### config.mk
export PLATFORM = sky130hd
export DESIGN_NAME = step_dir_generator_backlash
export DESIGN_NICKNAME = d
export VERILOG_FILES = /design/src/sv/sdgb_pkg.sv /design/src/sv/step_dir_generator_backlash.sv /design/src/sv/sdgb_regs.sv
export VERILOG_INCLUDE_DIRS = /design/src /design/src/sv
export SDC_FILE = /design/constraint.sdc
export NUM_CORES = 1
export LEC_CHECK = 0
export BUFFER_PORTS_ARGS = -buffer_cell sky130_fd_sc_hd__buf_4
export CAP_MARGIN = 5
export CORE_UTILIZATION = 35
export DETAILED_ROUTE_END_ITERATION = 10
export GPL_TIMING_DRIVEN = 0
export PLACE_DENSITY = 0.53
export SKIP_CTS_REPAIR_TIMING = 1
export SYNTH_ARGS = -nofsm -noshare
export SYNTH_HDL_FRONTEND = slang
export SYNTH_SLANG_ARGS = --single-unit
### constraint.sdc
create_clock -name i_clk -period 10.6 [get_ports i_clk]
set_input_delay 0.53 -clock i_clk [delete_from_list [all_inputs] [get_ports i_clk]]
set_output_delay 0.53 -clock i_clk [all_outputs]
set_load 0.02 [all_outputs]
### src/sv/step_dir_generator_backlash_macros.svh
// assertion macros for the step/direction generator
`ifndef STEP_DIR_GENERATOR_BACKLASH_MACROS_SVH
`define STEP_DIR_GENERATOR_BACKLASH_MACROS_SVH
`ifndef SYNTHESIS
`define SDGB_ASSERT_IMPL(label, clk, rst_n, ante, cons, msg) \
    label: assert property (@(posedge clk) disable iff (!rst_n) (ante) |-> (cons)) \
        else $error(msg);
`define SDGB_ASSERT_NEXT(label, clk, rst_n, ante, cons, msg) \
    label: assert property (@(posedge clk) disable iff (!rst_n) (ante) |=> (cons)) \
        else $error(msg);
`else
`define SDGB_ASSERT_IMPL(label, clk, rst_n, ante, cons, msg)
`define SDGB_ASSERT_NEXT(label, clk, rst_n, ante, cons, msg)
`endif
`endif

### src/sv/sdgb_pkg.sv
// types, constants and helpers shared by the step/direction generator
`default_nettype none
package sdgb_pkg;

    localparam int POS_W       = 32;
    localparam int CFG_ADDR_W  = 5;
    localparam int APB_DATA_W  = 32;
    localparam int REG_IDX_W   = 3;
    localparam int BACKLASH_W  = 16;

    typedef enum logic [1:0] {
        CMD_TICK     = 2'd0,
        CMD_LOAD     = 2'd1,
        CMD_SLEW_REQ = 2'd2,
        CMD_TRACK    = 2'd3
    } t_cmd;

    typedef enum logic [1:0] {
        DIR_IDLE = 2'd0,
        DIR_FWD  = 2'd1,
        DIR_REV  = 2'd2
    } t_dir;

    typedef enum logic [2:0] {
        MODE_TRACK   = 3'b001,
        MODE_REQUEST = 3'b010,
        MODE_READY   = 3'b100
    } t_mode;

    typedef enum logic [REG_IDX_W-1:0] {
        REG_PULSE_MODE      = 3'd0,
        REG_INVERT_DIR      = 3'd1,
        REG_STEP_SIZE       = 3'd2,
        REG_TRACKING_RATE   = 3'd3,
        REG_SLEW_SIZE       = 3'd4,
        REG_BACKLASH_AMOUNT = 3'd5,
        REG_SLEW_RATIO_LOG2 = 3'd6,
        REG_TRACKING_ON     = 3'd7
    } t_reg;

    typedef struct packed {
        logic               pulse_mode;
        logic               invert_direction;
        logic [8:0]         step_size;
        logic signed [9:0]  tracking_rate;
        logic [8:0]         slew_size;
        logic [14:0]        backlash_amount;
        logic [3:0]         slew_ratio_log2;
        logic               tracking_on;
    } t_cfg;

    function automatic logic is_aligned(input logic [BACKLASH_W-1:0] motor_lo,
                                        input logic [BACKLASH_W-1:0] backlash,
                                        input logic [3:0] ratio_log2);
        logic [BACKLASH_W-1:0] sum;
        logic [BACKLASH_W-1:0] mask;
        sum  = motor_lo + backlash;
        mask = BACKLASH_W'((17'd1 << ratio_log2) - 17'd1);
        return (sum & mask) == '0;
    endfunction

endpackage
`default_nettype wire

### src/sv/step_dir_generator_backlash.sv
// top level of the stepper step/direction generator with backlash take-up
//
// input channel (i_in_valid / o_in_ready) carries one command per transaction:
// tick, load target, request slewing microstep mode, or back to tracking.
// output channel (o_out_valid / i_out_ready) returns one result per command:
// pin levels, direction, motor, backlash and target counts, slew grant,
// all showing the state after that command.
// latency: the result is valid the cycle after the command is accepted.
// throughput: one command per cycle while results are taken; the state update
// is a single pass of add, compare and step logic between the state registers,
// which also serve as the output register.
// a stalled receiver holds the result; a new command is taken in the same
// cycle the waiting result is taken.
// reset clears positions, backlash and phase, sets direction none, tracking
// mode and both pins low; configuration returns to its defaults. The user must
// write configuration via the APB-style port only while idle, unchecked by the block.
`default_nettype none
`include "step_dir_generator_backlash_macros.svh"
module step_dir_generator_backlash (
    input  logic                             i_clk,
    input  logic                             i_rst_n,
    input  logic                             i_in_valid,
    output logic                             o_in_ready,
    input  logic [1:0]                       i_cmd,
    input  logic signed [31:0]               i_target_value,
    input  logic                             i_fast,
    output logic                             o_out_valid,
    input  logic                             i_out_ready,
    output logic                             o_step_level,
    output logic                             o_dir_level,
    output logic [1:0]                       o_move_direction,
    output logic signed [31:0]               o_motor_position,
    output logic [15:0]                      o_backlash_position,
    output logic signed [31:0]               o_target_position,
    output logic                             o_slew_ready,
    input  logic                             psel,
    input  logic                             penable,
    input  logic                             pwrite,
    input  logic [sdgb_pkg::CFG_ADDR_W-1:0]  paddr,
    input  logic [sdgb_pkg::APB_DATA_W-1:0]  pwdata,
    output logic [sdgb_pkg::APB_DATA_W-1:0]  prdata,
    output logic                             pready
);
    import sdgb_pkg::*;

    t_cfg cfg;

    logic signed [POS_W-1:0]   r_motor,    n_motor;
    logic signed [POS_W-1:0]   r_target,   n_target;
    logic [BACKLASH_W-1:0]     r_backlash, n_backlash;
    t_dir                      r_dir,      n_dir;
    t_mode                     r_mode,     n_mode;
    logic                      r_phase,    n_phase;
    logic                      r_step_pin, n_step_pin;
    logic                      r_dir_pin,  n_dir_pin;
    logic                      r_out_valid;

    t_cmd                      w_cmd;
    logic                      w_in_acc;
    logic signed [POS_W-1:0]   w_load_target;
    logic signed [POS_W-1:0]   w_trk_target;
    logic signed [POS_W+1:0]   w_pos_sum;
    logic signed [POS_W+1:0]   w_trk_ext;
    t_dir                      w_dec_dir;
    logic [BACKLASH_W-1:0]     w_step16;
    logic [POS_W-1:0]          w_step_inc;
    logic [POS_W-1:0]          w_slew_inc;
    logic signed [POS_W-1:0]   w_fwd_motor, w_rev_motor;
    logic [BACKLASH_W-1:0]     w_fwd_backlash, w_rev_backlash;
    logic                      w_fwd_aligned, w_rev_aligned, w_cur_aligned;
    logic                      w_slew_fwd, w_slew_act;
    logic signed [POS_W-1:0]   w_slew_target;
    logic                      w_slew_lt, w_slew_gt;

    sdgb_regs u_regs (
        .i_clk   (i_clk),
        .i_rst_n (i_rst_n),
        .psel    (psel),
        .penable (penable),
        .pwrite  (pwrite),
        .paddr   (paddr),
        .pwdata  (pwdata),
        .prdata  (prdata),
        .pready  (pready),
        .o_cfg   (cfg)
    );

    assign o_in_ready = !r_out_valid || i_out_ready;
    assign w_in_acc   = i_in_valid && o_in_ready;
    assign w_cmd      = t_cmd'(i_cmd);

    assign w_load_target = POS_W'(i_target_value);
    assign w_trk_target  = cfg.tracking_on ? r_target + POS_W'(cfg.tracking_rate) : r_target;

    // exact signed motor plus backlash against the target, no wrap
    assign w_pos_sum = (POS_W+2)'(r_motor) + (POS_W+2)'(signed'({1'b0, r_backlash}));
    assign w_trk_ext = (POS_W+2)'(w_trk_target);

    always_comb begin
        if (w_pos_sum < w_trk_ext) begin
            w_dec_dir = DIR_FWD;
        end else if (w_pos_sum > w_trk_ext) begin
            w_dec_dir = DIR_REV;
        end else begin
            w_dec_dir = DIR_IDLE;
        end
    end

    assign w_step16   = BACKLASH_W'(cfg.step_size);
    assign w_step_inc = POS_W'(cfg.step_size);
    assign w_slew_inc = POS_W'(cfg.slew_size);

    // forward: fill backlash first, then move the motor
    always_comb begin
        w_fwd_motor    = r_motor;
        w_fwd_backlash = r_backlash;
        if (r_backlash < BACKLASH_W'(cfg.backlash_amount)) begin
            w_fwd_backlash = r_backlash + w_step16;
        end else begin
            w_fwd_motor = r_motor + w_step_inc;
        end
    end

    // reverse: empty backlash first with saturation, then move the motor
    always_comb begin
        w_rev_motor    = r_motor;
        w_rev_backlash = r_backlash;
        if (r_backlash != '0) begin
            w_rev_backlash = (r_backlash > w_step16) ? r_backlash - w_step16 : '0;
        end else begin
            w_rev_motor = r_motor - w_step_inc;
        end
    end

    assign w_fwd_aligned = is_aligned(w_fwd_motor[BACKLASH_W-1:0], w_fwd_backlash,
                                      cfg.slew_ratio_log2);
    assign w_rev_aligned = is_aligned(w_rev_motor[BACKLASH_W-1:0], w_rev_backlash,
                                      cfg.slew_ratio_log2);
    assign w_cur_aligned = is_aligned(r_motor[BACKLASH_W-1:0], r_backlash,
                                      cfg.slew_ratio_log2);

    assign w_slew_fwd    = (r_dir == DIR_FWD);
    assign w_slew_act    = cfg.pulse_mode || r_phase;
    assign w_slew_target = !cfg.tracking_on ? r_target :
                           (w_slew_fwd ? r_target + w_slew_inc : r_target - w_slew_inc);
    assign w_slew_lt     = r_motor < w_slew_target;
    assign w_slew_gt     = r_motor > w_slew_target;

    always_comb begin
        n_motor    = r_motor;
        n_backlash = r_backlash;
        n_target   = r_target;
        n_dir      = r_dir;
        n_mode     = r_mode;
        n_phase    = r_phase;
        n_step_pin = r_step_pin;
        n_dir_pin  = r_dir_pin;
        if (w_in_acc) begin
            case (w_cmd)
                CMD_TICK: begin
                    if (i_fast) begin
                        n_step_pin = 1'b0;
                        if (w_slew_act) begin
                            n_target = w_slew_target;
                            if (w_slew_fwd && w_slew_lt) begin
                                n_motor    = r_motor + w_slew_inc;
                                n_step_pin = 1'b1;
                            end else if (!w_slew_fwd && w_slew_gt) begin
                                n_motor    = r_motor - w_slew_inc;
                                n_step_pin = 1'b1;
                            end
                        end
                        if (!cfg.pulse_mode) begin
                            n_phase = ~r_phase;
                        end
                    end else if (r_mode != MODE_READY) begin
                        if (cfg.pulse_mode) begin
                            n_step_pin = 1'b0;
                            n_target   = w_trk_target;
                            n_dir      = w_dec_dir;
                            case (w_dec_dir)
                                DIR_FWD: begin
                                    n_dir_pin  = cfg.invert_direction;
                                    n_motor    = w_fwd_motor;
                                    n_backlash = w_fwd_backlash;
                                    n_step_pin = 1'b1;
                                    if (r_mode == MODE_REQUEST && w_fwd_aligned) begin
                                        n_mode = MODE_READY;
                                    end
                                end
                                DIR_REV: begin
                                    n_dir_pin  = ~cfg.invert_direction;
                                    n_motor    = w_rev_motor;
                                    n_backlash = w_rev_backlash;
                                    n_step_pin = 1'b1;
                                    if (r_mode == MODE_REQUEST && w_rev_aligned) begin
                                        n_mode = MODE_READY;
                                    end
                                end
                                default: ;
                            endcase
                        end else if (r_phase) begin
                            case (r_dir)
                                DIR_FWD: begin
                                    n_motor    = w_fwd_motor;
                                    n_backlash = w_fwd_backlash;
                                    n_step_pin = 1'b1;
                                end
                                DIR_REV: begin
                                    n_motor    = w_rev_motor;
                                    n_backlash = w_rev_backlash;
                                    n_step_pin = 1'b1;
                                end
                                default: ;
                            endcase
                            n_phase = 1'b0;
                        end else begin
                            n_target   = w_trk_target;
                            n_dir      = w_dec_dir;
                            n_step_pin = 1'b0;
                            case (w_dec_dir)
                                DIR_FWD: n_dir_pin = cfg.invert_direction;
                                DIR_REV: n_dir_pin = ~cfg.invert_direction;
                                default: ;
                            endcase
                            if (r_mode == MODE_REQUEST && w_cur_aligned) begin
                                n_mode = MODE_READY;
                            end
                            n_phase = 1'b1;
                        end
                    end
                end
                CMD_LOAD: begin
                    n_target = w_load_target;
                end
                CMD_SLEW_REQ: begin
                    if (r_mode != MODE_READY) begin
                        n_mode = MODE_REQUEST;
                    end
                end
                CMD_TRACK: begin
                    n_mode = MODE_TRACK;
                end
                default: ;
            endcase
        end
    end

    always_ff @(posedge i_clk) begin
        if (!i_rst_n) begin
            r_motor     <= '0;
            r_backlash  <= '0;
            r_target    <= '0;
            r_dir       <= DIR_IDLE;
            r_mode      <= MODE_TRACK;
            r_phase     <= 1'b0;
            r_step_pin  <= 1'b0;
            r_dir_pin   <= 1'b0;
            r_out_valid <= 1'b0;
        end else begin
            r_motor    <= n_motor;
            r_backlash <= n_backlash;
            r_target   <= n_target;
            r_dir      <= n_dir;
            r_mode     <= n_mode;
            r_phase    <= n_phase;
            r_step_pin <= n_step_pin;
            r_dir_pin  <= n_dir_pin;
            if (w_in_acc) begin
                r_out_valid <= 1'b1;
            end else if (i_out_ready) begin
                r_out_valid <= 1'b0;
            end
        end
    end

    assign o_out_valid         = r_out_valid;
    assign o_step_level        = r_step_pin;
    assign o_dir_level         = r_dir_pin;
    assign o_move_direction    = r_dir;
    assign o_motor_position    = 32'(r_motor);
    assign o_backlash_position = r_backlash;
    assign o_target_position   = 32'(r_target);
    assign o_slew_ready        = (r_mode == MODE_READY);

    // granted mode freezes normal ticks
    `SDGB_ASSERT_NEXT(a_ready_freeze, i_clk, i_rst_n, i_rst_n && w_in_acc && w_cmd == CMD_TICK && !i_fast && r_mode == MODE_READY, $stable(r_motor) && $stable(r_backlash) && $stable(r_target) && $stable(r_phase), "normal tick moved state while slew mode granted")
    // target load lands exactly
    `SDGB_ASSERT_NEXT(a_load_target, i_clk, i_rst_n, i_rst_n && w_in_acc && w_cmd == CMD_LOAD, r_target == $past(w_load_target), "target load mismatch")
    // step pin only rises on a tick transaction
    `SDGB_ASSERT_IMPL(a_step_on_tick, i_clk, i_rst_n, $rose(r_step_pin), $past(w_in_acc && w_cmd == CMD_TICK), "step pin rose without a tick")

endmodule
`default_nettype wire

### src/sv/sdgb_regs.sv
// configuration register file behind the APB-style port
`default_nettype none
module sdgb_regs (
    input  logic                             i_clk,
    input  logic                             i_rst_n,
    input  logic                             psel,
    input  logic                             penable,
    input  logic                             pwrite,
    input  logic [sdgb_pkg::CFG_ADDR_W-1:0]  paddr,
    input  logic [sdgb_pkg::APB_DATA_W-1:0]  pwdata,
    output logic [sdgb_pkg::APB_DATA_W-1:0]  prdata,
    output logic                             pready,
    output sdgb_pkg::t_cfg                   o_cfg
);
    import sdgb_pkg::*;

    t_cfg r_cfg;
    t_cfg n_cfg;
    t_reg w_idx;
    logic w_wr;

    assign pready = 1'b1;
    assign w_idx  = t_reg'(paddr[CFG_ADDR_W-1:2]);
    assign w_wr   = psel && penable && pwrite && pready;
    assign o_cfg  = r_cfg;

    always_comb begin
        n_cfg = r_cfg;
        if (w_wr) begin
            case (w_idx)
                REG_PULSE_MODE:      n_cfg.pulse_mode       = pwdata[0];
                REG_INVERT_DIR:      n_cfg.invert_direction = pwdata[0];
                REG_STEP_SIZE:       n_cfg.step_size        = pwdata[8:0];
                REG_TRACKING_RATE:   n_cfg.tracking_rate    = signed'(pwdata[9:0]);
                REG_SLEW_SIZE:       n_cfg.slew_size        = pwdata[8:0];
                REG_BACKLASH_AMOUNT: n_cfg.backlash_amount  = pwdata[14:0];
                REG_SLEW_RATIO_LOG2: n_cfg.slew_ratio_log2  = pwdata[3:0];
                REG_TRACKING_ON:     n_cfg.tracking_on      = pwdata[0];
                default: ;
            endcase
        end
    end

    always_comb begin
        case (w_idx)
            REG_PULSE_MODE:      prdata = APB_DATA_W'(r_cfg.pulse_mode);
            REG_INVERT_DIR:      prdata = APB_DATA_W'(r_cfg.invert_direction);
            REG_STEP_SIZE:       prdata = APB_DATA_W'(r_cfg.step_size);
            REG_TRACKING_RATE:   prdata = APB_DATA_W'(r_cfg.tracking_rate);
            REG_SLEW_SIZE:       prdata = APB_DATA_W'(r_cfg.slew_size);
            REG_BACKLASH_AMOUNT: prdata = APB_DATA_W'(r_cfg.backlash_amount);
            REG_SLEW_RATIO_LOG2: prdata = APB_DATA_W'(r_cfg.slew_ratio_log2);
            REG_TRACKING_ON:     prdata = APB_DATA_W'(r_cfg.tracking_on);
            default:             prdata = '0;
        endcase
    end

    always_ff @(posedge i_clk) begin
        if (!i_rst_n) begin
            // unit step and slew sizes, everything else zero
            r_cfg <= {1'b0, 1'b0, 9'd1, 10'd0, 9'd1, 15'd0, 4'd0, 1'b0};
        end else begin
            r_cfg <= n_cfg;
        end
    end

endmodule
`default_nettype wire

==> summary.md <==
| Metric | Value |
|---|---|
| Post-synthesis simple-gate area fraction | a little over a fifth |
| CTS buffer count | 17 |
| Post-route ant nets | 0 |
| Buf/Inv on CP | 5 |
| Commonest cells after routing, fill and taps aside | 285 x nor2_1, 279 x nand2_1, 275 x a21oi_1 |
| Reg2Reg Depth | 47 |
| CORE AREA | 56710 µm² |
| Adder and majority cell fraction of the synthesized area | 16.26% |
| Worst-path clk slew | 80 ps |
| Worst-Margin Slew | 1415 ps |
| H-tree Lvls | 4 |
| Clock sink total | 139 |
| Relative slew slack | 5.634% |
| Top_reg_cell synth | dfxtp_1 |
| Seq/Total Area, Yosys | 13.77% |
| WL/cell | about 25 µm |
| Initial Util | 35.63% |
| Most common library cell in the layout ignoring fill and taps | nor2_1 |
| Crit-path max cell delay | about 450 ps |
| Final Wtd Congestion | 0.9644 |
| Final setup viols | 0 |
| RR Startpoint | o_move_direction[0] |
| Fin. Hold Viols | 0 |
| Worst setup endpoint | o_motor_position[22] |
| Delay-heaviest family, CP | compound AO/OA/AOI/OAI gates |
| Synth Register Bits | 139 |
| Path type of the worst setup path | reg2reg |
| Seq pwr share | 23.6% |
| Die height | 242.3 µm |
| YS warnings | 0 |
| Leak | a little over 10 nW |
| Die width | 242.3 µm |
| Layout cell share with drive strength beyond 1 | 10.85% |
| Die ar. | 58690 µm² |
| Synthesized area | 20200 µm² |
| CP Data Required Time | 10940 ps |
| Clock skew | 14.93 ps |
| Setup_tns | 0 ps |
| Vias | 22600 |
| Drt first-iter violations | between 1500 and 2000 |
| Sw frac | 45.50% |
| Number of flops mapped to enable cells by yosys | 0 |
| Synth unique cells | 95 |
| Crit-path max FO | 10 |
| Status | finished clean |
| Highest Clock Rate | 97.88 MHz |
| Multi-input logic area | 16370 µm² |
| Pre-CTS setup slack | -2219 ps |
| Max cap viols | 0 |
| Nets | 3355 |
| I/O pin cnt | 199 |
| Net switching power | 1.114 mW |
| Fillers | 6009 |
| # diodes | 0 |
| Origin of the worst setup path | o_move_direction[0] |
| R2R Setup Slk | 380 ps |
| Cells after Synth | 2834 |
| CTS root buffer | clkbuf_16 |
| Largest family of logic cells by synthesized area | compound AO/OA/AOI/OAI gates |
| Crit end category | flop |
| # DRC | 0 |
| Initial antenna violation count | 0 |
| Compound-gate portion of the synthesized area | 28.11% |
| Clk buf depth | 2 |
| P&R area growth vs syn | 15.58% |
| Pwr Total | ~2.4 mW |
| Row count | 87 |
| Global Route Usage Sum | a little under a third |
| First-pass GRT wire length | 137600 µm |
| Hold Startpoint | pwdata[11] |
| Grt ovf | 0 |
| WL final | between 90000 and 100000 µm |
| Post-synthesis mux area share | 4.527% |
| Internal | 1.335 mW |
| Net Count, Synth | 3160 |
| R2R Path End | o_motor_position[22] |
| Final Worst Setup Slack | 383.3 ps |
| Min Hold Slack | 278.8 ps |
| Critical-path top delay cell | o311a_1 |
| IO Port Bufs | 173 |
| Final Slew Violations | 0 |
| Xor and xnor area share after synthesis | 9.357% |
| Most used cell, CP | nor2_1 |
| Fin crit period | 10220 ps |
| Final Cycle Share | 96.38% |
| Clk network pwr share | 28.0% |
| Clock network latency to the later pin of the worst-skew pair | 510 ps |
| Ys async rst share | 0% |
| Power Density | approximately 100 nW/µm² |
| Peak VDD IR | about 0.14 mV |
| Largest net degree at the start of global routing | 27 |
| Crit path DAT | roughly 11000 ps |
| Vias per cell | 5.950 |
| Avg Cell Area, Syn | 7.129 µm² |
| Number of stages on the worst setup path | 47 |
| CTS tree | done |
| Comb pwr share | 48.4% |
| Vias in the first global route | around 21000 |
| Worst hold path class | in2reg |
| Detail Placement HPWL | 75580 µm |
| Storage element area | 2789 µm² |
| Pre-Repair DR Iteration Count | 5 |
| CP Launch Type | flop |
-- layer usage --
| metal | global-route usage, % | wire, µm | vias up |
|---|---|---|---|
| met4 | 14.82 | 4517 | 0 |
| met1 | 40.47 | 40930 | 10860 |
| met2 | 49.92 | 42400 | 941 |
| met3 | 5.428 | 6602 | 186 |
| li1 | - | - | 10610 |
| met5 | 0 | 0 | - |
-- power groups by stage --
stage / Combinational (mW) / Clock [mW] / Sequential [mW]
after global routing: 1.27 / 0.712 / 0.579
after detailed placement: 1.11 / 0 / 0.589
final: 1.19 / 0.686 / 0.578
after CTS: 1.12 / 0.693 / 0.576
after floorplan: 0.762 / 0 / 0.585
after global placement: 1.10 / 0 / 0.588
-- area by class of cell --
cell class              count  share of cell area [%]
flip-flops and latches    139                   11.94
repair buffers            181                   5.819
well taps                 756                   4.051
multi-input cells        2385                   70.10
clock buffers              17                   1.822
plain buffers             170                   3.274
inverters                 135                   2.170
clock inverters            15                  0.8198
-- sequential cells by signal (all words and copies together), names as in the netlist --
signal / flops
o_backlash_position: 16
o_dir_level: 1
o_motor_position: 32
o_move_direction: 2
o_out_valid: 1
o_step_level: 1
o_target_position: 32
r_mode: 3
r_phase: 1
u_regs.o_cfg: 50
-- cells in the mapped netlist, drive strengths merged, types with 62 or more instances --
master	number	area, µm²
nor2	290	1091
a21oi	283	1439
nand2	283	1067
ha	237	2965
o21ai	163	815.8
xnor2	153	1348
dfxtp	139	2783
inv	134	503.0
clkbuf	128	480.5
mux2i	79	790.8
a21o	74	555.5
nor3	67	335.3
xor2	62	543.0
-- through the flow --
stage                     util [%]  cell area (µm²)  std cells
after global routing         41.18            23350       3798
after CTS                    40.67            23070       3795
after detailed placement     39.58            22450       3763
after global placement       39.58            22450       3763
final                        41.18            23350       3798
after floorplan                  -            20200       2834
-- worst register-to-register path, delay by kind of cell, from the launching register on --
family | cells | cell delay [ps]
flops | 1 | 420
fa+ha+maj | 5 | 1580
buf+inv | 5 | 1100
xor+xnor | 5 | 940
compound gates | 21 | 4570
simple gates | 11 | 1470
-- worst min path at each step --
stage / depth (start not counted) / to / slack (ps)
CTS: 3 / u_regs.o_cfg[16] / 250
finish: 3 / u_regs.o_cfg[16] / 280
global placement: 2 / u_regs.o_cfg[17] / 450
global route: 3 / u_regs.o_cfg[17] / 270
floorplan: 2 / u_regs.o_cfg[14] / 440
detailed placement: 2 / u_regs.o_cfg[18] / 450
-- cells by family (layout without fill, tap and decap cells) --
kind of cell             after synthesis  count (layout)
XOR/XNOR                             215             215
other                                  1               1
flip-flops                           139             139
multiplexers                          88              88
adder cells (fa/ha/maj)              259             259
buffers and inverters                310             518
AND/OR/NAND/NOR                      944             944
AO/OA/AOI/OAI                        878             878
Note: power is estimated with default switching activity, not from simulation.
